`config.mk`:
```
export PLATFORM = sky130hd
export DESIGN_NAME = utf8_to_winansi_escaper
export DESIGN_NICKNAME = d
export VERILOG_FILES = /design/src/hdl/u2w_pkg.sv /design/src/hdl/u2w_front.sv /design/src/hdl/u2w_job_fifo.sv /design/src/hdl/u2w_back.sv /design/src/hdl/utf8_to_winansi_escaper.sv
export SDC_FILE = /design/constraint.sdc
export NUM_CORES = 1
export LEC_CHECK = 0
export ABC_AREA = 1
export BUFFER_PORTS_ARGS = -buffer_cell sky130_fd_sc_hd__buf_2
export CORE_MARGIN = 2
export CORE_UTILIZATION = 35
export DETAILED_ROUTE_END_ITERATION = 8
export PLACE_DENSITY = 0.52
export SETUP_SLACK_MARGIN = 0.4
export SYNTH_ARGS = -nofsm -noshare
export SYNTH_HDL_FRONTEND = slang
export SYNTH_HIERARCHICAL = 1
export SYNTH_SLANG_ARGS = --single-unit
```
`constraint.sdc`:
```
create_clock -name clk -period 16.7 [get_ports clk]
set_input_delay 0.835 -clock clk [delete_from_list [all_inputs] [get_ports clk]]
set_output_delay 0.835 -clock clk [all_outputs]
set_load 0.02 [all_outputs]
```
`src/hdl/u2w_pkg.sv`:
```
// ----------------------------------------------------------------------------
// u2w_pkg
// Shared types, constants and decode functions of the UTF-8 to WinAnsi
// escaper: lead byte classes, the code point to WinAnsi table and the job
// record passed from the front end to the back end.
// ----------------------------------------------------------------------------
package u2w_pkg;

  // job queue depth and pointer width
  localparam int FIFO_DEPTH = 4;
  localparam int FIFO_AW    = $clog2(FIFO_DEPTH);

  // output characters with a special role
  localparam logic [7:0] CH_QMARK  = 8'h3F;
  localparam logic [7:0] CH_BSLASH = 8'h5C;
  localparam logic [7:0] CH_LPAREN = 8'h28;
  localparam logic [7:0] CH_RPAREN = 8'h29;

  // sequence lengths given by a lead byte
  localparam logic [2:0] LEN_STRAY = 3'd0;
  localparam logic [2:0] LEN_ONE   = 3'd1;
  localparam logic [2:0] LEN_TWO   = 3'd2;
  localparam logic [2:0] LEN_THREE = 3'd3;
  localparam logic [2:0] LEN_FOUR  = 3'd4;

  // one complete or truncated byte sequence, bytes[0] first
  typedef struct packed {
    logic [3:0][7:0] bytes;
    logic [2:0]      len;
    logic            fin;
  } job_t;

  // sequence length from a lead byte, LEN_STRAY for a stray byte
  function automatic logic [2:0] lead_length(input logic [7:0] b);
    logic [2:0] l;
    if (b[7] == 1'b0) begin
      l = LEN_ONE;
    end else if ((b & 8'hE0) == 8'hC0) begin
      l = LEN_TWO;
    end else if ((b & 8'hF0) == 8'hE0) begin
      l = LEN_THREE;
    end else if ((b & 8'hF8) == 8'hF0) begin
      l = LEN_FOUR;
    end else begin
      l = LEN_STRAY;
    end
    return l;
  endfunction

  // code point to WinAnsi byte, '?' where there is no mapping
  function automatic logic [7:0] map_code_point(input logic [15:0] cp);
    logic [7:0] wa;
    if (cp == 16'h0000) begin
      wa = CH_QMARK;
    end else if (cp <= 16'h007F) begin
      wa = cp[7:0];
    end else if (cp inside {[16'h00A0:16'h00FF]}) begin
      wa = cp[7:0];
    end else begin
      case (cp)
        16'h20AC: wa = 8'h80;
        16'h201A: wa = 8'h82;
        16'h0192: wa = 8'h83;
        16'h201E: wa = 8'h84;
        16'h2026: wa = 8'h85;
        16'h2020: wa = 8'h86;
        16'h2021: wa = 8'h87;
        16'h02C6: wa = 8'h88;
        16'h2030: wa = 8'h89;
        16'h0160: wa = 8'h8A;
        16'h2039: wa = 8'h8B;
        16'h0152: wa = 8'h8C;
        16'h017D: wa = 8'h8E;
        16'h2018: wa = 8'h91;
        16'h2019: wa = 8'h92;
        16'h201C: wa = 8'h93;
        16'h201D: wa = 8'h94;
        16'h2022: wa = 8'h95;
        16'h2013: wa = 8'h96;
        16'h2014: wa = 8'h97;
        16'h02DC: wa = 8'h98;
        16'h2122: wa = 8'h99;
        16'h0161: wa = 8'h9A;
        16'h203A: wa = 8'h9B;
        16'h0153: wa = 8'h9C;
        16'h017E: wa = 8'h9E;
        16'h0178: wa = 8'h9F;
        default:  wa = CH_QMARK;
      endcase
    end
    return wa;
  endfunction

endpackage

```
`src/hdl/u2w_front.sv`:
```
// ----------------------------------------------------------------------------
// u2w_front
// Front end: collects the bytes of a multi-byte sequence and hands each
// complete or truncated sequence to the job queue as one job.
// ----------------------------------------------------------------------------
module u2w_front import u2w_pkg::*; (
  input  logic       clk,
  input  logic       rst,
  input  logic       in_accept,
  input  logic [7:0] in_byte,
  input  logic       in_final,
  output logic       push,
  output job_t       push_job
);

  logic [7:0] held [3];
  logic [1:0] held_count;
  logic [2:0] seq_len;

  logic [2:0] lead_len;
  logic [2:0] total;
  logic       hold;

  // classify the incoming byte
  always_comb begin
    lead_len = lead_length(in_byte);
    total    = {1'b0, held_count} + 3'd1;
    if (held_count == 2'd0) begin
      hold = (lead_len >= LEN_TWO) && !in_final;
    end else begin
      hold = (total < seq_len) && !in_final;
    end
  end

  // job assembly: held bytes first, then the new byte
  always_comb begin
    push_job.bytes[0] = (held_count == 2'd0) ? in_byte : held[0];
    push_job.bytes[1] = (held_count > 2'd1) ? held[1] : in_byte;
    push_job.bytes[2] = (held_count > 2'd2) ? held[2] : in_byte;
    push_job.bytes[3] = in_byte;
    push_job.len      = total;
    push_job.fin      = in_final;
  end

  assign push = in_accept && !hold;

  // sequence tracking
  always_ff @(posedge clk) begin
    if (rst) begin
      held_count <= 2'd0;
      seq_len    <= LEN_ONE;
    end else if (in_accept) begin
      if (hold) begin
        held_count <= total[1:0];
        if (held_count == 2'd0) begin
          seq_len <= lead_len;
        end
      end else begin
        held_count <= 2'd0;
        seq_len    <= LEN_ONE;
      end
    end
  end

  // byte store of the pending sequence
  always_ff @(posedge clk) begin
    if (in_accept && hold) begin
      case (held_count)
        2'd0:    held[0] <= in_byte;
        2'd1:    held[1] <= in_byte;
        2'd2:    held[2] <= in_byte;
        default: held[2] <= held[2];
      endcase
    end
  end

`ifndef ASSERT_OFF
  // a pending sequence is always shorter than its announced length
  a_pending_short: assert property (@(posedge clk) disable iff (rst)
    (held_count != 2'd0) |-> (seq_len >= LEN_TWO) && ({1'b0, held_count} < seq_len))
    else $error("pending sequence longer than its lead byte allows");
  // a job holds one to four bytes
  a_job_len: assert property (@(posedge clk) disable iff (rst)
    push |-> (push_job.len >= LEN_ONE) && (push_job.len <= LEN_FOUR))
    else $error("job length out of range");
  // a job only leaves with an accepted item
  a_push_on_accept: assert property (@(posedge clk) disable iff (rst)
    push |-> in_accept)
    else $error("job pushed without an accepted item");
`endif

endmodule

```
`src/hdl/u2w_job_fifo.sv`:
```
// ----------------------------------------------------------------------------
// u2w_job_fifo
// Short queue of jobs between the front end and the back end, so that
// either side can stall without holding up the other.
// ----------------------------------------------------------------------------
module u2w_job_fifo import u2w_pkg::*; (
  input  logic clk,
  input  logic rst,
  input  logic push,
  input  job_t push_job,
  input  logic pop,
  output job_t head_job,
  output logic full,
  output logic empty
);

  job_t               mem [FIFO_DEPTH];
  logic [FIFO_AW-1:0] wr_ptr;
  logic [FIFO_AW-1:0] rd_ptr;
  logic [FIFO_AW:0]   count;

  assign full     = (count == (FIFO_AW+1)'(FIFO_DEPTH));
  assign empty    = (count == '0);
  assign head_job = mem[rd_ptr];

  // pointers and fill level
  always_ff @(posedge clk) begin
    if (rst) begin
      wr_ptr <= '0;
      rd_ptr <= '0;
      count  <= '0;
    end else begin
      if (push) begin
        wr_ptr <= wr_ptr + 1'b1;
      end
      if (pop) begin
        rd_ptr <= rd_ptr + 1'b1;
      end
      if (push && !pop) begin
        count <= count + 1'b1;
      end else if (pop && !push) begin
        count <= count - 1'b1;
      end
    end
  end

  // job storage
  always_ff @(posedge clk) begin
    if (push) begin
      mem[wr_ptr] <= push_job;
    end
  end

`ifndef ASSERT_OFF
  a_no_overflow: assert property (@(posedge clk) disable iff (rst)
    push |-> !full)
    else $error("job queue written while full");
  a_no_underflow: assert property (@(posedge clk) disable iff (rst)
    pop |-> !empty)
    else $error("job queue read while empty");
  a_count_range: assert property (@(posedge clk) disable iff (rst)
    count <= (FIFO_AW+1)'(FIFO_DEPTH))
    else $error("job queue fill level out of range");
`endif

endmodule

```
`src/hdl/u2w_back.sv`:
```
// ----------------------------------------------------------------------------
// u2w_back
// Back end: walks a job's bytes, decodes each character, maps it to WinAnsi
// and, unless m_tready stalls, emits one byte per cycle, escape backslash first.
// ----------------------------------------------------------------------------
module u2w_back import u2w_pkg::*; (
  input  logic       clk,
  input  logic       rst,
  input  logic       job_ready,
  input  job_t       head_job,
  output logic       pop,
  output logic       m_tvalid,
  input  logic       m_tready,
  output logic [7:0] m_tdata,
  output logic       m_tlast,
  output logic       m_tuser
);

  job_t       cur;
  logic       cur_valid;
  logic [2:0] pos;
  logic       esc_done;
  logic [2:0] n;

  logic [1:0]  idx1;
  logic [1:0]  idx2;
  logic [7:0]  b0;
  logic [7:0]  b1;
  logic [7:0]  b2;
  logic [2:0]  lead_len;
  logic        fits;
  logic [15:0] cp;
  logic [7:0]  wa;
  logic        esc;
  logic        char_done;
  logic [2:0]  next_pos;
  logic        last;
  logic        step;
  logic [7:0]  emit_byte;

  // character decode at the current position
  always_comb begin
    idx1     = pos[1:0] + 2'd1;
    idx2     = pos[1:0] + 2'd2;
    b0       = cur.bytes[pos[1:0]];
    b1       = cur.bytes[idx1];
    b2       = cur.bytes[idx2];
    lead_len = lead_length(b0);
    fits     = ({1'b0, pos} + {1'b0, lead_len}) <= {1'b0, cur.len};
    cp       = {8'h00, CH_QMARK};
    next_pos = pos + 3'd1;
    if (lead_len == LEN_ONE) begin
      cp = {8'h00, b0};
    end else if ((lead_len >= LEN_TWO) && fits) begin
      next_pos = pos + lead_len;
      if (lead_len == LEN_TWO) begin
        cp = {5'd0, b0[4:0], b1[5:0]};
      end else if (lead_len == LEN_THREE) begin
        cp = {b0[3:0], b1[5:0], b2[5:0]};
      end
    end
    wa        = map_code_point(cp);
    esc       = (wa == CH_LPAREN) || (wa == CH_RPAREN) || (wa == CH_BSLASH);
    char_done = !esc || esc_done;
    emit_byte = char_done ? wa : CH_BSLASH;
    last      = (char_done && (next_pos >= cur.len)) || (n == 3'd4);
  end

  // one output byte whenever the output register is free
  assign step = cur_valid && (!m_tvalid || m_tready);
  assign pop  = job_ready && (!cur_valid || (step && last));

  // job walk
  always_ff @(posedge clk) begin
    if (rst) begin
      cur_valid <= 1'b0;
      pos       <= 3'd0;
      esc_done  <= 1'b0;
      n         <= 3'd0;
    end else if (pop) begin
      cur_valid <= 1'b1;
      pos       <= 3'd0;
      esc_done  <= 1'b0;
      n         <= 3'd0;
    end else if (step) begin
      if (last) begin
        cur_valid <= 1'b0;
      end else begin
        n <= n + 3'd1;
        if (char_done) begin
          pos      <= next_pos;
          esc_done <= 1'b0;
        end else begin
          esc_done <= 1'b1;
        end
      end
    end
  end

  // current job payload
  always_ff @(posedge clk) begin
    if (pop) begin
      cur <= head_job;
    end
  end

  // output register
  always_ff @(posedge clk) begin
    if (rst) begin
      m_tvalid <= 1'b0;
    end else if (step) begin
      m_tvalid <= 1'b1;
    end else if (m_tready) begin
      m_tvalid <= 1'b0;
    end
  end

  always_ff @(posedge clk) begin
    if (step) begin
      m_tdata <= emit_byte;
      m_tlast <= last;
      m_tuser <= last && cur.fin;
    end
  end

`ifndef ASSERT_OFF
  a_cap: assert property (@(posedge clk) disable iff (rst)
    cur_valid |-> (n <= 3'd4))
    else $error("more than five bytes from one item");
  a_pos_in_job: assert property (@(posedge clk) disable iff (rst)
    cur_valid |-> (pos < cur.len))
    else $error("decode position beyond the job");
  // the fifth byte of an item may be a lone backslash, otherwise its char follows
  a_escape_pair: assert property (@(posedge clk) disable iff (rst)
    (step && !char_done && !last) |=> (m_tdata == CH_BSLASH) && !m_tlast)
    else $error("escape backslash marked as last of its item");
`endif

endmodule

```
`src/hdl/utf8_to_winansi_escaper.sv`:
```
// The job of the input byte that completes a sequence is written to the job
// queue and, once the back end is idle, loaded as its current job before its
// first output byte is registered. Throughput: one output byte per cycle while
// m_tready allows, so one input byte per cycle for plain characters.
// Reset (rst, synchronous) empties the job queue and drops any pending
// sequence; held sequence bytes are not cleared.
// ----------------------------------------------------------------------------
// utf8_to_winansi_escaper
// UTF-8 to WinAnsi converter with backslash escaping of '(', ')' and
// backslash; a front end gathers sequences, a back end decodes and emits.
// ----------------------------------------------------------------------------
module utf8_to_winansi_escaper import u2w_pkg::*; (
  input  logic       clk,
  input  logic       rst,
  input  logic       s_tvalid,
  output logic       s_tready,
  input  logic [7:0] s_tdata,   // [7:0] in_byte
  input  logic       s_tlast,   // final_byte
  output logic       m_tvalid,
  input  logic       m_tready,
  output logic [7:0] m_tdata,   // [7:0] out_byte
  output logic       m_tlast,   // run_last
  output logic       m_tuser    // [0] text_end
);

  logic in_accept;
  logic push;
  job_t push_job;
  logic pop;
  job_t head_job;
  logic full;
  logic empty;

  // an item is taken whenever the job queue has room
  assign s_tready  = !full;
  assign in_accept = s_tvalid && s_tready;

  u2w_front u_front (
    .clk       (clk),
    .rst       (rst),
    .in_accept (in_accept),
    .in_byte   (s_tdata),
    .in_final  (s_tlast),
    .push      (push),
    .push_job  (push_job)
  );

  u2w_job_fifo u_fifo (
    .clk      (clk),
    .rst      (rst),
    .push     (push),
    .push_job (push_job),
    .pop      (pop),
    .head_job (head_job),
    .full     (full),
    .empty    (empty)
  );

  u2w_back u_back (
    .clk       (clk),
    .rst       (rst),
    .job_ready (!empty),
    .head_job  (head_job),
    .pop       (pop),
    .m_tvalid  (m_tvalid),
    .m_tready  (m_tready),
    .m_tdata   (m_tdata),
    .m_tlast   (m_tlast),
    .m_tuser   (m_tuser)
  );

endmodule
```
### After elaboration in Yosys (flattened, before gate mapping)

Memories as Yosys holds them, arrays and structs flattened. A register that Yosys moved wholly into a read port is not among the register bits.
Cells that the tools add are included.

* input bits: 13
* memories kept: 2
* bits in latches: 0
* output and inout bits: 12
* memory bits (read-only): 0
* logic and storage cells: 189
* bits in registers: 31
* RAM bits: 168

Memories
* u_fifo.mem: depth 4, width 36, read ports 1, clocked after memory_dff 1, write ports 1, RTL line u2w_job_fifo.sv:17 `job_t mem [FIFO_DEPTH];`
* u_front.held: depth 3, width 8, read ports 3, clocked after memory_dff 0, write ports 1, RTL line u2w_front.sv:16 `logic [7:0] held [3];`

* $add $sub $neg: 11
* multiply operators: 0
* $lt $le $gt $ge: 13
* shifts and indexed selects: 0
* divide/modulo/power cells: 0
* bitwise gates (word level): 2
* mux-type cells: 60
* reduce and logical (&&, ||, !) cells: 44
* equal/unequal tests: 44

Operator list (number)
* $eq A16 B14 Y1 const B: 17
* $pmux W8 S27: 1
* $eq A16 B9 Y1 const B: 8
* $mux W8: 10
* $mux W16: 4
* $bmux W8 S2: 3
* $mux W3: 14
* $eq A16 B10 Y1 const B: 2
* $mux W1: 23
* $eq A8 B6 Y1 const B: 2
* $ge A16 B8 Y1 const B: 1
* $le A16 B7 Y1 const B: 1
* $le A16 B8 Y1 const B: 1
* $logic_not A16 Y1: 1
* $reduce_or A8 Y1: 2
* $logic_and A1 B1 Y1: 14
* $eq A3 B3 Y1 const B: 4
* $mux W6: 2
* $eq A5 B5 Y1 const B: 2
* $add A3 B1 Y3 const B: 3
* $logic_not A1 Y1: 9
* $lt A2 B3 Y1 const B: 3
* $eq A4 B4 Y1 const B: 2
* $eq A8 B7 Y1 const B: 1
* 28 further kinds: 44

### Depth between registers and ports, before layout

* depth after elaboration: 30
* mapped depth: 55
* mapped depth without buffers: 52

### By module

The synthesis kept the hierarchy.

Modules (own cells, without submodules)
* u2w_job_fifo: seq. area each 4504.3 um^2, cells an instance 406, times used 1, area each 5813.1 um^2
* u2w_back: seq. area each 1561.5 um^2, cells an instance 653, times used 1, area each 4554.4 um^2
* u2w_front: seq. area each 820.8 um^2, cells an instance 151, times used 1, area each 1461.4 um^2
* utf8_to_winansi_escaper: seq. area each 0.0 um^2, cells an instance 4, times used 1, area each 17.5 um^2

### Worst setup path after synthesis

OpenSTA, ideal clock, no wires.

* path type: reg-to-reg
* start: register u_back.pos[1]
* end: register u_fifo.count[1]
* buffers on the path: 3
* period minus slack after synthesis: 6448 ps
* slack: 10252 ps
* library setup time: 116 ps
* required time: 16584 ps
* arrival time: 6332 ps
* stages on the path, launching flop included: 41
* cells stage by stage: dfxtp_1 -> buf_6 -> buf_2 -> nand3_1 -> nand2_1 -> nor2_4 -> nand2_4 -> nand2_1 -> ha_1 -> fa_1 -> xor2_1 -> ha_1 -> nand3_1 -> a21oi_1 -> nand2_4 -> buf_6 -> nor3b_4 -> nand3_4 -> [5 not listed] -> nor2_1 -> nand2_2 -> nand3_1 -> nand2_1 -> nand3_2 -> nand3_2 -> nand2_4 -> nand2_2 -> nand2_2 -> nand2_2 -> nand2_2 -> inv_1 -> inv_1 -> ha_1 -> inv_1 -> fa_1 -> o21ai_0 -> nor2_1

* longest elaborated chain between the ends: 30
* elaborated cells on any way between the ends: 84
* those cells by class: 5 x add/sub; 6 x order compare; 36 x eq/ne; 21 x mux; 16 x reduce/logical

Ends and longest elaborated chain
* from (decl): RTL line u2w_back.sv:21 `logic [2:0] pos;`
* from (signal assigned): RTL line u2w_back.sv:91 `pos <= next_pos;`
* $bmux W8 S2: RTL line u2w_back.sv:45 `b0 = cur.bytes[pos[1:0]];`
* $mux W8 (implied by the code): RTL line u2w_back.sv:45
* $eq A5 B5 Y1: RTL line u2w_pkg.sv:42 `end else if ((b & 8'hF8) == 8'hF0) begin`
* $mux W3: RTL line u2w_pkg.sv:42
* $mux W3: RTL line u2w_pkg.sv:40 `end else if ((b & 8'hF0) == 8'hE0) begin`
* $mux W3: RTL line u2w_pkg.sv:38 `end else if ((b & 8'hE0) == 8'hC0) begin`
* $mux W3: RTL line u2w_pkg.sv:36 `if (b[7] == 1'b0) begin`
* $add A3 B3 Y4 or $eq A3 B2 Y1 (tied branches): RTL line u2w_back.sv:49, u2w_back.sv:58
* [16 not listed]
* via u_back.last: RTL line u2w_back.sv:37 `logic last;`
* $logic_and A1 B1 Y1 *: RTL line u2w_back.sv:71 `assign pop = job_ready && (!cur_valid || (step && last));`
* $logic_or A1 B1 Y1 *: RTL line u2w_back.sv:71
* $logic_and A1 B1 Y1 *: RTL line u2w_back.sv:71
* via pop: RTL line utf8_to_winansi_escaper.sv:29 `logic pop;`
* $logic_not A1 Y1: RTL line u2w_job_fifo.sv:39 `if (push && !pop) begin`
* $logic_and A1 B1 Y1: RTL line u2w_job_fifo.sv:39
* $mux W3 or $reduce_bool A2 Y1 (tied branches)
* to (signal assigned): RTL line u2w_job_fifo.sv:40 `count <= count + 1'b1;`
* to (signal assigned): RTL line u2w_job_fifo.sv:42 `count <= count - 1'b1;`
* to (decl): RTL line u2w_job_fifo.sv:20 `logic [FIFO_AW:0] count;`

Mark *: on every way through the listed nets, which the timed path passes. The rest lies on a longest branch. The select of a mux whose other input is x is not followed.
A chain may end at the register's enable or synchronous reset.

### Final worst setup path

* start: register u_back.pos[1]
* end: register u_fifo.count[2]

The elaborated chain is that of the path after synthesis.

==> metrics.sh <==
GRT_FIRST_PASS_WIRELENGTH_UM=43100
IR_WORST_VDD_mV=0.0909
CTS_MADE_BUFFERS=25
PERIOD_SHARE_PCT=44.4
YS_DOMINANT_REG_CELL='edfxtp_1'
PLACE_INST=1647
LAYOUT.AREA.SEQ_UM2=6890
CHIP_WIDTH_UM=188
POST-ROUTE-DRC-COUNT=0
BOUNDARYPINS=25
UNREPAIRED_SETUP_ENDPOINTS_AFTER_GLOBAL_ROUTING='no'
WORST_SETUP_SP_TYPE='register'
YOSYS_REGISTER_BITS=237
OUTCOME='finished clean'
HP-CLASS='register to register'
TRITONCTS_CLOCK_TREE='built'
CRITPATHARRIVALTIME_NS=7.83
POST_LAYOUT_NONFILLER_INSTANCES=1692
GP_CONGESTION=0.966
TIMING.FINAL.SETUP_VIOLATIONS=0
NETLIST_AREA_UM2=11800
ANTENNA-DIODE-COUNT=0
SYNTH.NET_COUNT=1253
POST_ROUTE_CELLS_DRIVE_ABOVE_1_SHARE_PCT=11.7
CRIT_PATH_END_KIND='register'
ROUTEDWLPERCELL_UM=15.8
FIRST_GLOBAL_VIAS=7940
ANT_NETS=0
PERIOD_NEEDED_NS=7.42
SLEW_VIOLATIONS=0
SYNTH-EDFF-COUNT=214
CRITPATHMAXFANOUT=39
AREA_GROWTH_FROM_SYNTHESIS_TO_FINAL_LAYOUT_PCT=9.65
CHIPHEIGHT_UM=188
POSTSYNTHAREAPERCELL_UM2=9.76
GRT_ANTENNA_BEFORE_REPAIR=0
DRV.MAX_CAP_VIOLATION_COUNT=0
POWER_LEAKAGE_nW=5.10
FP.DIEAREA_UM2=35300
WL_MET1_UM=12400
CRIT_TOP_CELL='nand2_1'
LAYOUT.CELL_AREA.NON_FILLER_UM2=13000
MULTI_INPUT_AREA_UM2=4150
INITIAL_STANDARD_CELL_UTILIZATION_OF_THE_CORE_PCT=35.4
PLACE_AREA_UM2=12200
SYNTH.LIB_CELLS_USED.DISTINCT=47
DRT_PASS_1_ITERS=5
CLOCK_INSERTION_DELAY_WORST_SKEW_NS=0.51
GRT.TOTAL_USAGE_PCT=15.3
FINAL_HOLD_VIOL_COUNT=0
CORE_REGION_AREA_UM2=33400
FILLERS=3343
PWR_DENSITY_CELL_nW_PER_UM2=197
TOP_LAYER_USED='met4'
ROUTED-VIA-COUNT=8308
CLKSINKCOUNT=237
FINALCLOCKSKEW_NS=0.0133
SYNTH-WARNING-COUNT=6
MET3_WL_POST_DR_UM=878
CTSROOTBUFFERMASTER='clkbuf_16'
CTS.HTREE.LEVELS=1
CTSLONGESTPATHBUFFERS=3
SLOWEST_DELAY_NS=0.81
CPMAXSTAGEDELAYCELL='dfxtp_1'
ROUTED-WL-MET2_UM=12900
SETUP_TOTAL_NEGATIVE_SLACK_NS=0
TIGHTESTPINTRANSITION_NS=0.880
GRT_MAX_DEGREE=73
GLOBAL_ROUTE.OVERFLOW_TOTAL=0
LAYOUT.CELLS.MOST_COMMON='nand2_1'
ASYNCSETRESETFLOPFRACSYNTH_PCT=0
POSTSYNTHCELLCOUNT=1214
DRT_ITER0_DRC=538
FLOORPLAN.ROWS=67
PLACEMENT.IO_BUFFERS=24
QUANTITY_OF_HOLD_FIXING_BUFFERS_ADDED_AFTER_CTS=0
CTS_RESIZED=0
DETAILED_PLACE_HPWL_UM=18200
TIMING.CRITICAL_PATH.REQUIRED_NS=17.11
CLK_SLEW_ON_WORST_S_H_PATHS_NS=0.06
WL_UM=26800
SLEW_HEADROOM_PCT=41.1
VIAS_PER_CELL=4.91
FMAX_MHz=135
POST-CTS-SETUP-BUFFER-COUNT=0
SETUP.WORST_PATH.CLASS='register to register'
FINAL_CELL_MIX='247 x nand2_1, 214 x edfxtp_1, 180 x nor2_1'
FINAL_NET_COUNT=1265
SYNTH-SEQ-AREA-SHARE_PCT=58.1
## metal layers
layer  global-route usage, %  vias up
met5                       0        -
met4                    4.51        0
met2                    26.6      150
met1                    20.0     3952
met3                    1.70       44
li1                        -     4162
## critical path: cells and delay by family, from the launching register on
kind / cells / cell delay [ns]
buffers and inverters: 7 / 0.88
and+or+nand+nor: 25 / 3.13
AOI/OAI and AO/OA: 3 / 1.04
DFF: 1 / 0.81
adders and majority gates: 5 / 1.45
## cell usage after synthesis, types with 5 or more instances
cell	number	share of area [%]
ha_1	24	2.5
buf_4	16	1.0
nand2_4	8	0.76
nor2_4	5	0.48
buf_2	13	0.55
nand3_2	6	0.51
buf_6	12	1.1
nand4_1	20	1.1
nand2_1	247	7.8
o21ai_1	62	2.6
inv_1	94	3.0
nand3_1	79	3.3
o21ai_0	55	2.3
a21oi_1	25	1.1
inv_2	11	0.35
nand2_2	23	1.2
edfxtp_1	214	54
dfxtp_1	23	3.9
nor2_1	180	5.7
o22ai_1	36	1.9
nor2_2	14	0.74
## state kept, by name, summed over array words and instances, names as in the netlist, 2 cells and up, named ones only
register            count
u_back/m_tdata          8
u_front/held_count      2
u_fifo/wr_ptr           2
u_front/seq_len         3
u_back/n                3
u_fifo/rd_ptr           2
u_front/held           24
u_fifo/count            3
u_fifo/mem            144
u_back/pos              3
u_back/cur             36
## final timing paths
kind	end	cells after the start	start	slack [ns]
setup reg to reg	u_fifo/count[2]$_SDFFE_PP0P_	40	u_back/pos[1]$_SDFFE_PP0P_	9.28
hold / removal	u_fifo/rd_ptr[1]$_SDFFE_PP0P_	1	u_fifo/rd_ptr[1]$_SDFFE_PP0P_	0.44
hold reg to reg	u_fifo/rd_ptr[1]$_SDFFE_PP0P_	1	u_fifo/rd_ptr[1]$_SDFFE_PP0P_	0.44
setup / recovery	u_fifo/count[2]$_SDFFE_PP0P_	40	u_back/pos[1]$_SDFFE_PP0P_	9.28
## kinds of logic after synthesis
family                     synth area share (%)
xor gates and xnor gates                  0.370
and+or+nand+nor                            22.7
adders and majority gates                  2.87
AOI/OAI and AO/OA                          9.08
buffers and inverters                      6.80
DFF                                        58.1
## stage by stage
stage,utilization (%),setup slack [ns],hold WS [ns],total power [mW]
final,38.8,9.28,0.445,2.56
after global placement,36.5,9.38,0.430,2.05
after detailed placement,36.5,9.27,0.429,2.05
after global routing,38.8,8.46,0.451,2.77
after CTS,38.8,9.26,0.435,2.59
after floorplan,-,10.25,0.412,1.78
## power breakdown
group	switching (mW)	total [mW]	internal, mW
clock network	0.214	0.532	0.319
registers	0.0508	0.873	0.822
logic	0.835	1.16	0.324
## cell type report
class                           count  area share (%)
Sequential cell                   237            53.0
Multi-Input combinational cell    821            32.0
Clock buffer                       29            4.93
Tap cell                          448            4.32
Inverter                          109            3.23
Timing Repair Buffer               32            1.39
Clock inverter                     16            1.14
(Power assumes the default switching activity.)
